$ cat src/design/bmhpq_pkg.sv
package bmhpq_pkg;

   localparam int unsigned REQ_KEY_W   = 32;
   localparam int unsigned RSP_CNT_W   = 11;
   localparam int unsigned RSP_STAT_W  = 2;

   localparam logic REQ_PUSH = 1'b0;
   localparam logic REQ_POP  = 1'b1;

   localparam logic [RSP_STAT_W-1:0] STATUS_OK    = 2'd0;
   localparam logic [RSP_STAT_W-1:0] STATUS_FULL  = 2'd1;
   localparam logic [RSP_STAT_W-1:0] STATUS_EMPTY = 2'd2;

   typedef struct packed {
      logic                 req_type;
      logic [REQ_KEY_W-1:0] key;
   } req_item_type;

   typedef struct packed {
      logic [RSP_STAT_W-1:0] status;
      logic [REQ_KEY_W-1:0]  popped_key;
      logic [REQ_KEY_W-1:0]  top_key;
      logic                  top_valid;
      logic [RSP_CNT_W-1:0]  count;
   } rsp_item_type;

   typedef enum logic [3:0] {
      ST_IDLE,
      ST_UP_RD,
      ST_UP_CMP,
      ST_POP_RD,
      ST_POP_LOAD,
      ST_DN_RD,
      ST_DN_CMP,
      ST_FIN,
      ST_DONE
   } state_type;

   typedef struct packed {
      logic accept;
      logic rd_last;
      logic rd_parent;
      logic load_hole;
      logic up_move;
      logic dn_move;
      logic write_hole;
      logic respond;
   } cmd_type;

   typedef struct packed {
      logic is_push;
      logic full;
      logic empty;
      logic count_zero;
      logic count_one;
      logic parent_less;
      logic parent_root;
      logic dn_stop;
      logic big_is_pos;
   } stat_type;

endpackage

$ cat src/design/bmhpq_ctrl.sv
module bmhpq_ctrl (
   input  logic               clock,
   input  logic               reset,
   input  logic               start,
   output logic               busy,
   output logic               rsp_valid,
   input  bmhpq_pkg::stat_type stat,
   output bmhpq_pkg::cmd_type  cmd
);
   import bmhpq_pkg::*;

   state_type state_ff, state_in;
   logic      rsp_valid_ff;

   always_ff @(posedge clock) begin
      if (reset) begin
         state_ff     <= ST_IDLE;
         rsp_valid_ff <= 1'b0;
      end else begin
         state_ff     <= state_in;
         rsp_valid_ff <= (state_ff == ST_DONE);
      end
   end

   always_comb begin
      state_in = state_ff;
      unique case (state_ff)
         ST_IDLE: begin
            if (start) begin
               if (stat.is_push) begin
                  if (stat.full)            state_in = ST_DONE;
                  else if (stat.count_zero) state_in = ST_FIN;
                  else                      state_in = ST_UP_RD;
               end else begin
                  if (stat.empty || stat.count_one) state_in = ST_DONE;
                  else                              state_in = ST_POP_RD;
               end
            end
         end
         ST_UP_RD:    state_in = ST_UP_CMP;
         ST_UP_CMP: begin
            if (stat.parent_less && !stat.parent_root) state_in = ST_UP_RD;
            else                                       state_in = ST_FIN;
         end
         ST_POP_RD:   state_in = ST_POP_LOAD;
         ST_POP_LOAD: state_in = ST_DN_RD;
         ST_DN_RD: begin
            if (stat.dn_stop) state_in = ST_FIN;
            else              state_in = ST_DN_CMP;
         end
         ST_DN_CMP: begin
            if (stat.big_is_pos) state_in = ST_FIN;
            else                 state_in = ST_DN_RD;
         end
         ST_FIN:      state_in = ST_DONE;
         ST_DONE:     state_in = ST_IDLE;
         default:     state_in = ST_IDLE;
      endcase
   end

   always_comb begin
      cmd = '0;
      unique case (state_ff)
         ST_IDLE:     cmd.accept     = start;
         ST_UP_RD:    cmd.rd_parent  = 1'b1;
         ST_UP_CMP:   cmd.up_move    = stat.parent_less;
         ST_POP_RD:   cmd.rd_last    = 1'b1;
         ST_POP_LOAD: cmd.load_hole  = 1'b1;
         ST_DN_RD:    cmd            = '0;
         ST_DN_CMP:   cmd.dn_move    = !stat.big_is_pos;
         ST_FIN:      cmd.write_hole = 1'b1;
         ST_DONE:     cmd.respond    = 1'b1;
         default:     cmd            = '0;
      endcase
   end

   assign busy      = (state_ff != ST_IDLE);
   assign rsp_valid = rsp_valid_ff;

endmodule

$ cat config.mk
export PLATFORM = sky130hd
export DESIGN_NAME = bmhpq_ctrl
export DESIGN_NICKNAME = d
export VERILOG_FILES = /design/src/design/bmhpq_pkg.sv /design/src/design/bmhpq_ctrl.sv
export SDC_FILE = /design/constraint.sdc
export NUM_CORES = 1
export LEC_CHECK = 0
export BUFFER_PORTS_ARGS = -buffer_cell sky130_fd_sc_hd__buf_2
export CAP_MARGIN = 15
export CELL_PAD_IN_SITES_DETAIL_PLACEMENT = 1
export CELL_PAD_IN_SITES_GLOBAL_PLACEMENT = 2
export CORE_MARGIN = 2
export CORE_UTILIZATION = 21
export DETAILED_ROUTE_END_ITERATION = 6
export HOLD_SLACK_MARGIN = 0.05
export PLACE_DENSITY = 0.82
export SLEW_MARGIN = 15
export SYNTH_ARGS = -nofsm -noshare
export SYNTH_HDL_FRONTEND = slang
export SYNTH_SLANG_ARGS = --single-unit
$ cat constraint.sdc
create_clock -name clock -period 1.23 [get_ports clock]
set_input_delay 0.123 -clock clock [delete_from_list [all_inputs] [get_ports clock]]
set_output_delay 0.123 -clock clock [all_outputs]
set_load 0.01 [all_outputs]
Word level (Yosys, flattened, before mapping)
Index checks and enable logic that the tools add are counted.
W data, S select, Z words.
Storage, ports and cells
  register bits after elaboration: 5
  input bits: 12
  output and inout port bits: 10
  word-level logic and storage cells: 34
Operators by class
  equal/unequal tests: 9
  mux-type cells: 17
  reductions and logical operators: 6
Operator list (number)
  $pmux W4 S8: 1
  $eq A4 B3 Y1 const B: 4
  $mux W4: 4
  $mux W1: 9
  $eq A4 B2 Y1 const B: 2
  $mux W3: 2
  $eq A4 B1 Y1 const B: 1
  $eq A4 B4 Y1 const B: 1
  $logic_not A4 Y1: 1
  $reduce_bool A4 Y1: 1
  $logic_not A1 Y1: 2
  $mux W2: 1
  $ne A2 B2 Y1 const B: 1
  $logic_and A1 B1 Y1: 1
  $logic_or A1 B1 Y1: 1

Depth between registers and ports, before layout
Gate-level depths: netlist of run 1.
  depth in word-level cells: 5
  mapped depth: 4
  mapped depth without buffers: 3

Worst setup path before layout of run 1
Ideal clock, no wire load.
  path kind: register -> output
  start point: reg state_ff[2]
  end point: out cmd[7] (netlist bit)
  data arrival time: 1.045 ns
  data required time: 1.107 ns
  path slack: 0.062 ns
  stages on the path, launching flop included: 5
  path buffers: 1
  path through: dfxtp_1 buf_6 nor4_4 inv_1 nor2_1
RTL lines
  start: declaration: RTL line bmhpq_ctrl.sv:12  | state_type state_ff, state_in;
  start signal: assignment: RTL line bmhpq_ctrl.sv:20  | state_ff <= state_in;
  end: declaration: RTL line bmhpq_ctrl.sv:8  | output bmhpq_pkg::cmd_type cmd

==> results_dict.tcl, run 1 <==
set metrics [dict create \
    outcome "complete, but fails checks" \
    violations "negative setup slack" \
    synth_cell_type_count 25 \
    critPathMaxStageDelay_ps 350 \
    grt_pass1_vias 443 \
    cts_buffer_depth 2 \
    dp_hpwl_um 897 \
    syn-num-nets 60 \
    drt_iter0_markers 4 \
    port_buffers 21 \
    dieArea_um2 2210 \
    holdCritPathClass "input pin to flip-flop" \
    slowest_stage "dfxtp_4" \
    fin_nets 97 \
    tightest_slew_ps 381 \
    netlist_instances 48 \
    die-height_um 47.0 \
    clock-sinks 5 \
    yosys-top-cells-area "dfxtp_1, nand2b_1, nor2b_1" \
    worstSkewPairLatency_ps 240 \
    place_area_um2 527 \
    total_leakage_power_nw 0.348 \
    grt_use_total_pct 12.6 \
    grt_pass1_wl_um 1990 \
    vdd_drop_max_uv 505 \
    routed_wl_um 1300 \
    cts_max_level 1 \
    ys_ff_latch 5 \
    path_buf_inv 2 \
    finalHoldViolations 0 \
    startpoint_type "flip-flop" \
    synth_most_common_cell "dfxtp_1" \
    dr.pass1.iters 4 \
    layout-area-overhead-vs-synth_pct 88.4 \
    start_util_pct 22.5 \
    cp.arrival_ps 1230 \
    fmax_mhz 739 \
    die_width_um 47.0 \
    diodes 0 \
    ys_warn_count 0 \
    setup_ws_ps -123 \
    synth_common_cells "dfxtp_1, nand2b_1, nor2_1, nor2b_1, nor3_1" \
    ioPinCount 22 \
    antenna_found_initial 0 \
    detail-route-antenna-nets 0 \
    pre_cts_ws_ps 10.3 \
    n_fill_cell 217 \
    maxSlewViolCount 0 \
    vias 477 \
    final_cell_area_um2 731 \
    tritoncts "built" \
    synth-edff-count 0 \
    max-slew-margin-rel_pct 74.4 \
    cp_max_fo 4 \
    avgRoutedWirePerCell_um 11.9 \
    synth_top_area_cell "dfxtp_1" \
    drc 0 \
    rsz0062_at_grt "true" \
    stdcell_count 109 \
    required_ps 1110 \
    crit_family "flip-flops" \
    cts_buffers 3 \
    period_share_pct 110 \
    worst_hold_slack_ps 65.8 \
    cp-end-kind "primary output" \
    finalSetupViolations 8 \
    postSynthAreaPerCell_um2 8.08 \
    syn-cell-area_um2 388 \
    powerDensity_nw_per_um2 1080 \
    clockRootBuffer "clkbuf_4" \
    placed_cells 95 \
    ys_async_sr_fraction_pct 0 \
    num_rows 15 \
    via_per_inst 4.38 \
    synth_ff_type "dfxtp_1" \
    drive_gt1_share_pct 64.3 \
    cap_violations 0 \
    worst-setup-path-type "flip-flop to primary output" \
    yosysSeqAreaShare_pct 25.8 \
    fin_skew_ps 2.07 \
    overflow 0 \
    utilization_pct 42.3 \
    fin_crit_ps 1350 \
    coreArea_um2 1730 \
    cp_cell_sequence "buf_6, or2b_1, nor3_1, buf_2" \
    synthDominantCellAreaShare_pct 25.8 \
    globalplace.congestion 0.796 \
    grt_max_degree 9 \
    clk_pin_slew_worst_paths_ps 50 \
]
==> stage by stage <==
step / total power, W / setup TNS (ps)
after global routing: 0.000853 / -1030
after CTS: 0.000740 / -542
after global placement: 0.000467 / 0
after floorplan: 0.000384 / 0
after detailed placement: 0.000475 / 0
final: 0.000790 / -448
==> area by class of cell <==
type / instances / area (um^2) / area share, %
inverter: 2 / 7.51 / 1.03
tap: 25 / 31.3 / 4.28
timing repair buffer: 35 / 238 / 32.5
sequential: 5 / 113 / 15.4
clock buffer: 4 / 26.3 / 3.60
multi-input combinational: 38 / 315 / 43.2
==> registers in the layout (all words and copies together) (netlist names) <==
signal     flops
state_ff       4
rsp_valid      1
==> metal layers <==
layer | up-vias | wire, um | global-route usage (%)
met5 | - | 0 | 0
met4 | 0 | 0 | 3.33
met3 | 0 | 40 | 1.15
met2 | 11 | 683 | 22.2
met1 | 223 | 572 | 16.3
li1 | 243 | - | -
==> cells in the final DEF (no fill, tap or decap), types with 3 or more instances in the layout <==
master,netlist,routed
clkbuf_4,0,3
dfxtp_4,0,3
nor2b_1,4,3
buf_2,1,19
buf_6,2,6
nor2_1,4,4
buf_4,0,10
==> worst register-to-register path, cell delays in order, from the launching register on <==
cell and delay [ps]:
dfxtp_4 360, buf_6 120, buf_6 110, nand2b_4 120
a211o_1 320, a21oi_2 110
==> report_power, final <==
group | leakage [nW] | total, W | internal [W] | switching [W]
Sequential | 0.0434 | 0.000222 | 0.000184 | 0.0000379
Combinational | 0.290 | 0.000371 | 0.000214 | 0.000156
Clock | 0.0150 | 0.000198 | 0.000123 | 0.0000747
==> kinds of logic after synthesis <==
kind of cell / after synthesis / share of synthesized area, %
and+or+nand+nor: 28 / 47.4
DFF: 5 / 25.8
buffers and inverters: 5 / 9.03
AOI/OAI and AO/OA: 10 / 17.7
==> path summary, 6_finish.rpt <==
path,start,to,slack (ps),cells past startpoint
worst min-delay path,reset,rsp_valid,70,2
worst max-delay path,state_ff[2],cmd[5],-120,4
worst min register to register,state_ff[1],state_ff[2],670,3
worst max register to register,state_ff[1],state_ff[0],10,5
==> repair_timing <==
action / in CTS / in global routing
setup endpoints to repair: 9 / 12
setup buffers: 6 / 4
hold buffers: 0 / 0
gates resized for setup: 13 / 12
pin swaps: 7 / 11
No activity file was read; power rests on OpenSTA's default activity.
==> inputs of run 2 (changes only) <==
--- a/config.mk
+++ b/config.mk
@@ -9,12 +9,10 @@
 export CAP_MARGIN = 15
 export CELL_PAD_IN_SITES_DETAIL_PLACEMENT = 1
 export CELL_PAD_IN_SITES_GLOBAL_PLACEMENT = 2
-export CORE_MARGIN = 2
 export CORE_UTILIZATION = 21
 export DETAILED_ROUTE_END_ITERATION = 6
 export HOLD_SLACK_MARGIN = 0.05
 export PLACE_DENSITY = 0.82
-export SLEW_MARGIN = 15
 export SYNTH_ARGS = -nofsm -noshare
 export SYNTH_HDL_FRONTEND = slang
 export SYNTH_SLANG_ARGS = --single-unit
==> run 2 against run 1 <==
The flow still finishes with violations (negative setup slack). Total power up 2.7%. Worst hold slack better by 180 ps. Combinational power up 4%. Core utilization up 0.22 points. Setup slack worse by 26 ps. Sequential share of layout area down 0.079 points. Die area down 8.3%. Sequential power about the same. Routed wire length up 1.5%. Non-clock buffer count unchanged. Register-to-register slack worse by 130 ps. Clock power up 3%. Largest power group unchanged.
==> results_dict.tcl, run 2 (synthesis results as in run 1) <==
set metrics [dict create \
    via_per_inst 4.55 \
    clock-sinks 5 \
    drc 0 \
    total_power_w 0.000811 \
    cp_max_fo 2 \
    total_leakage_power_nw 0.345 \
    fin_crit_ps 1380 \
    globalplace.congestion 0.744 \
    largest_reg_flops 4 \
    maxSlewViolCount 0 \
    cts_max_level 1 \
    cp.arrival_ps 1260 \
    overflow 0 \
    pre_cts_ws_ps -3.53 \
    detail-route-antenna-nets 0 \
    port_buffers 21 \
    mostFrequentLayoutCells "buf_2, buf_4, buf_6" \
    required_ps 1110 \
    worstSkewPairLatency_ps 250 \
    fin_skew_ps 1.27 \
    vias 496 \
    min_path_cells 3 \
    worst-setup-path-type "flip-flop to primary output" \
    clk_pin_slew_worst_paths_ps 40 \
    dp_hpwl_um 845 \
    wl_met2_um 699 \
    regMostFlops "state_ff" \
    grt_max_degree 9 \
    finalSetupViolations 12 \
    final_common_cell "buf_2" \
    ioPinCount 22 \
    max-slew-margin-rel_pct 75.4 \
    path_buf_inv 3 \
    outcome "complete, but fails checks" \
    holdCritStartpoint "stat[0]" \
    powerDensity_nw_per_um2 1100 \
    layout-area-overhead-vs-synth_pct 89.4 \
    tritoncts "built" \
    slowest_stage "dfxtp_4" \
    diodes 0 \
    die-height_um 45.0 \
    grt_pass1_vias 462 \
    critPathMaxStageDelay_ps 340 \
    finalHoldViolations 0 \
    drive_gt1_share_pct 63.1 \
    rsz0062_at_grt "true" \
    met3WireLength_um 41 \
    highest_layer "met4" \
    dr.pass1.iters 4 \
    cts_buffers 3 \
    rr_startpoint "state_ff[1]" \
    die_width_um 45.0 \
    grt_use_total_pct 13.1 \
    crit_top_cell "buf_6" \
    fmax_mhz 725 \
    dieArea_um2 2020 \
    rr_endpoint "state_ff[3]" \
    m1WireLength_um 547 \
    start_util_pct 22.5 \
    routed_wl_um 1320 \
    cp-end-kind "primary output" \
    fin_nets 97 \
    cts_buffer_depth 2 \
    crit_family "flip-flops" \
    drt_iter0_markers 7 \
    vdd_drop_max_uv 470 \
    startpoint_type "flip-flop" \
    violations "negative setup slack" \
    grt_pass1_wl_um 1890 \
    avgRoutedWirePerCell_um 12.1 \
    num_rows 15 \
    cap_violations 0 \
    antenna_found_initial 0 \
    setup_ws_ps -149 \
    cp_cell_sequence "buf_6, buf_6, nor3_4, and2_4, buf_6" \
    clockRootBuffer "clkbuf_4" \
    r2r_setup_slack_ps -120 \
    holdCritPathClass "input pin to flip-flop" \
    n_fill_cell 220 \
    tightest_slew_ps 367 \
    hold_end "state_ff[1]" \
    coreArea_um2 1730 \
    period_share_pct 112 \
    reg2reg_depth 6 \
]
[run 2: changes by cell type in the layout (fill, tap and decap cells not counted), sizes merged]
cell and change:
buf -1, dlygate4sd3 +1
[run 2: repair_timing]
| action | 4_1_cts | 5_1_grt |
|---|---|---|
| pin swaps | 6 | 7 |
| hold buffers | 1 | 0 |
| endpoints found under the setup margin | 10 | 13 |
| gates resized for setup | 19 | 7 |
| setup buffers | 4 | 3 |
| endpoints found under the hold margin | 1 | 0 |
[run 2: area by class of cell]
class / count / area, um^2 / area share (%)
multi-input combinational: 38 / 313 / 42.6
timing repair buffer: 35 / 244 / 33.2
sequential: 5 / 113 / 15.3
tap: 25 / 31.3 / 4.26
clock buffer: 4 / 26.3 / 3.58
inverter: 2 / 7.51 / 1.02
[run 2: per-stage QoR]
stage | TNS (ps) | utilization, % | area (um^2) | cells | hold WS [ps]
after CTS | -1220 | 39.3 | 678 | 106 | 225
after global placement | 0 | 31.4 | 542 | 97 | 303
final | -1010 | 42.5 | 734 | 109 | 245
after detailed placement | -3.53 | 31.4 | 542 | 97 | 310
after global routing | -1680 | 42.5 | 734 | 109 | 255
after floorplan | 0 | - | 388 | 48 | 195
[run 2: per-layer routing]
metal | vias up | global-route usage, %
met5 | - | 0
met4 | 0 | 9.09
met3 | 2 | 1.20
met2 | 15 | 23.5
met1 | 237 | 14.4
li1 | 242 | -
[run 2: worst max-delay path by stage]
stage / from / end / slack (ps) / depth (start not counted)
2_1_floorplan: state_ff[2] / cmd[7] / 60 / 4
3_3_place_gp: state_ff[2] / cmd[7] / 70 / 4
3_5_place_dp: state_ff[2] / state_ff[3] / -4 / 3
4_1_cts: state_ff[1] / cmd[7] / -220 / 5
5_1_grt: state_ff[2] / cmd[7] / -210 / 4
6_report: state_ff[1] / cmd[0] / -150 / 5
[run 2: power by group]
group          internal, W  switching [W]
logic             0.000225       0.000160
registers         0.000184      0.0000389
clock network     0.000123      0.0000797
total             0.000533       0.000279
[run 2: worst register-to-register path, delay by kind of cell, from the launching register on]
family / cells / cell delay (ps)
compound gates: 2 / 370
simple gates: 1 / 170
flops: 1 / 340
buf+inv: 3 / 360
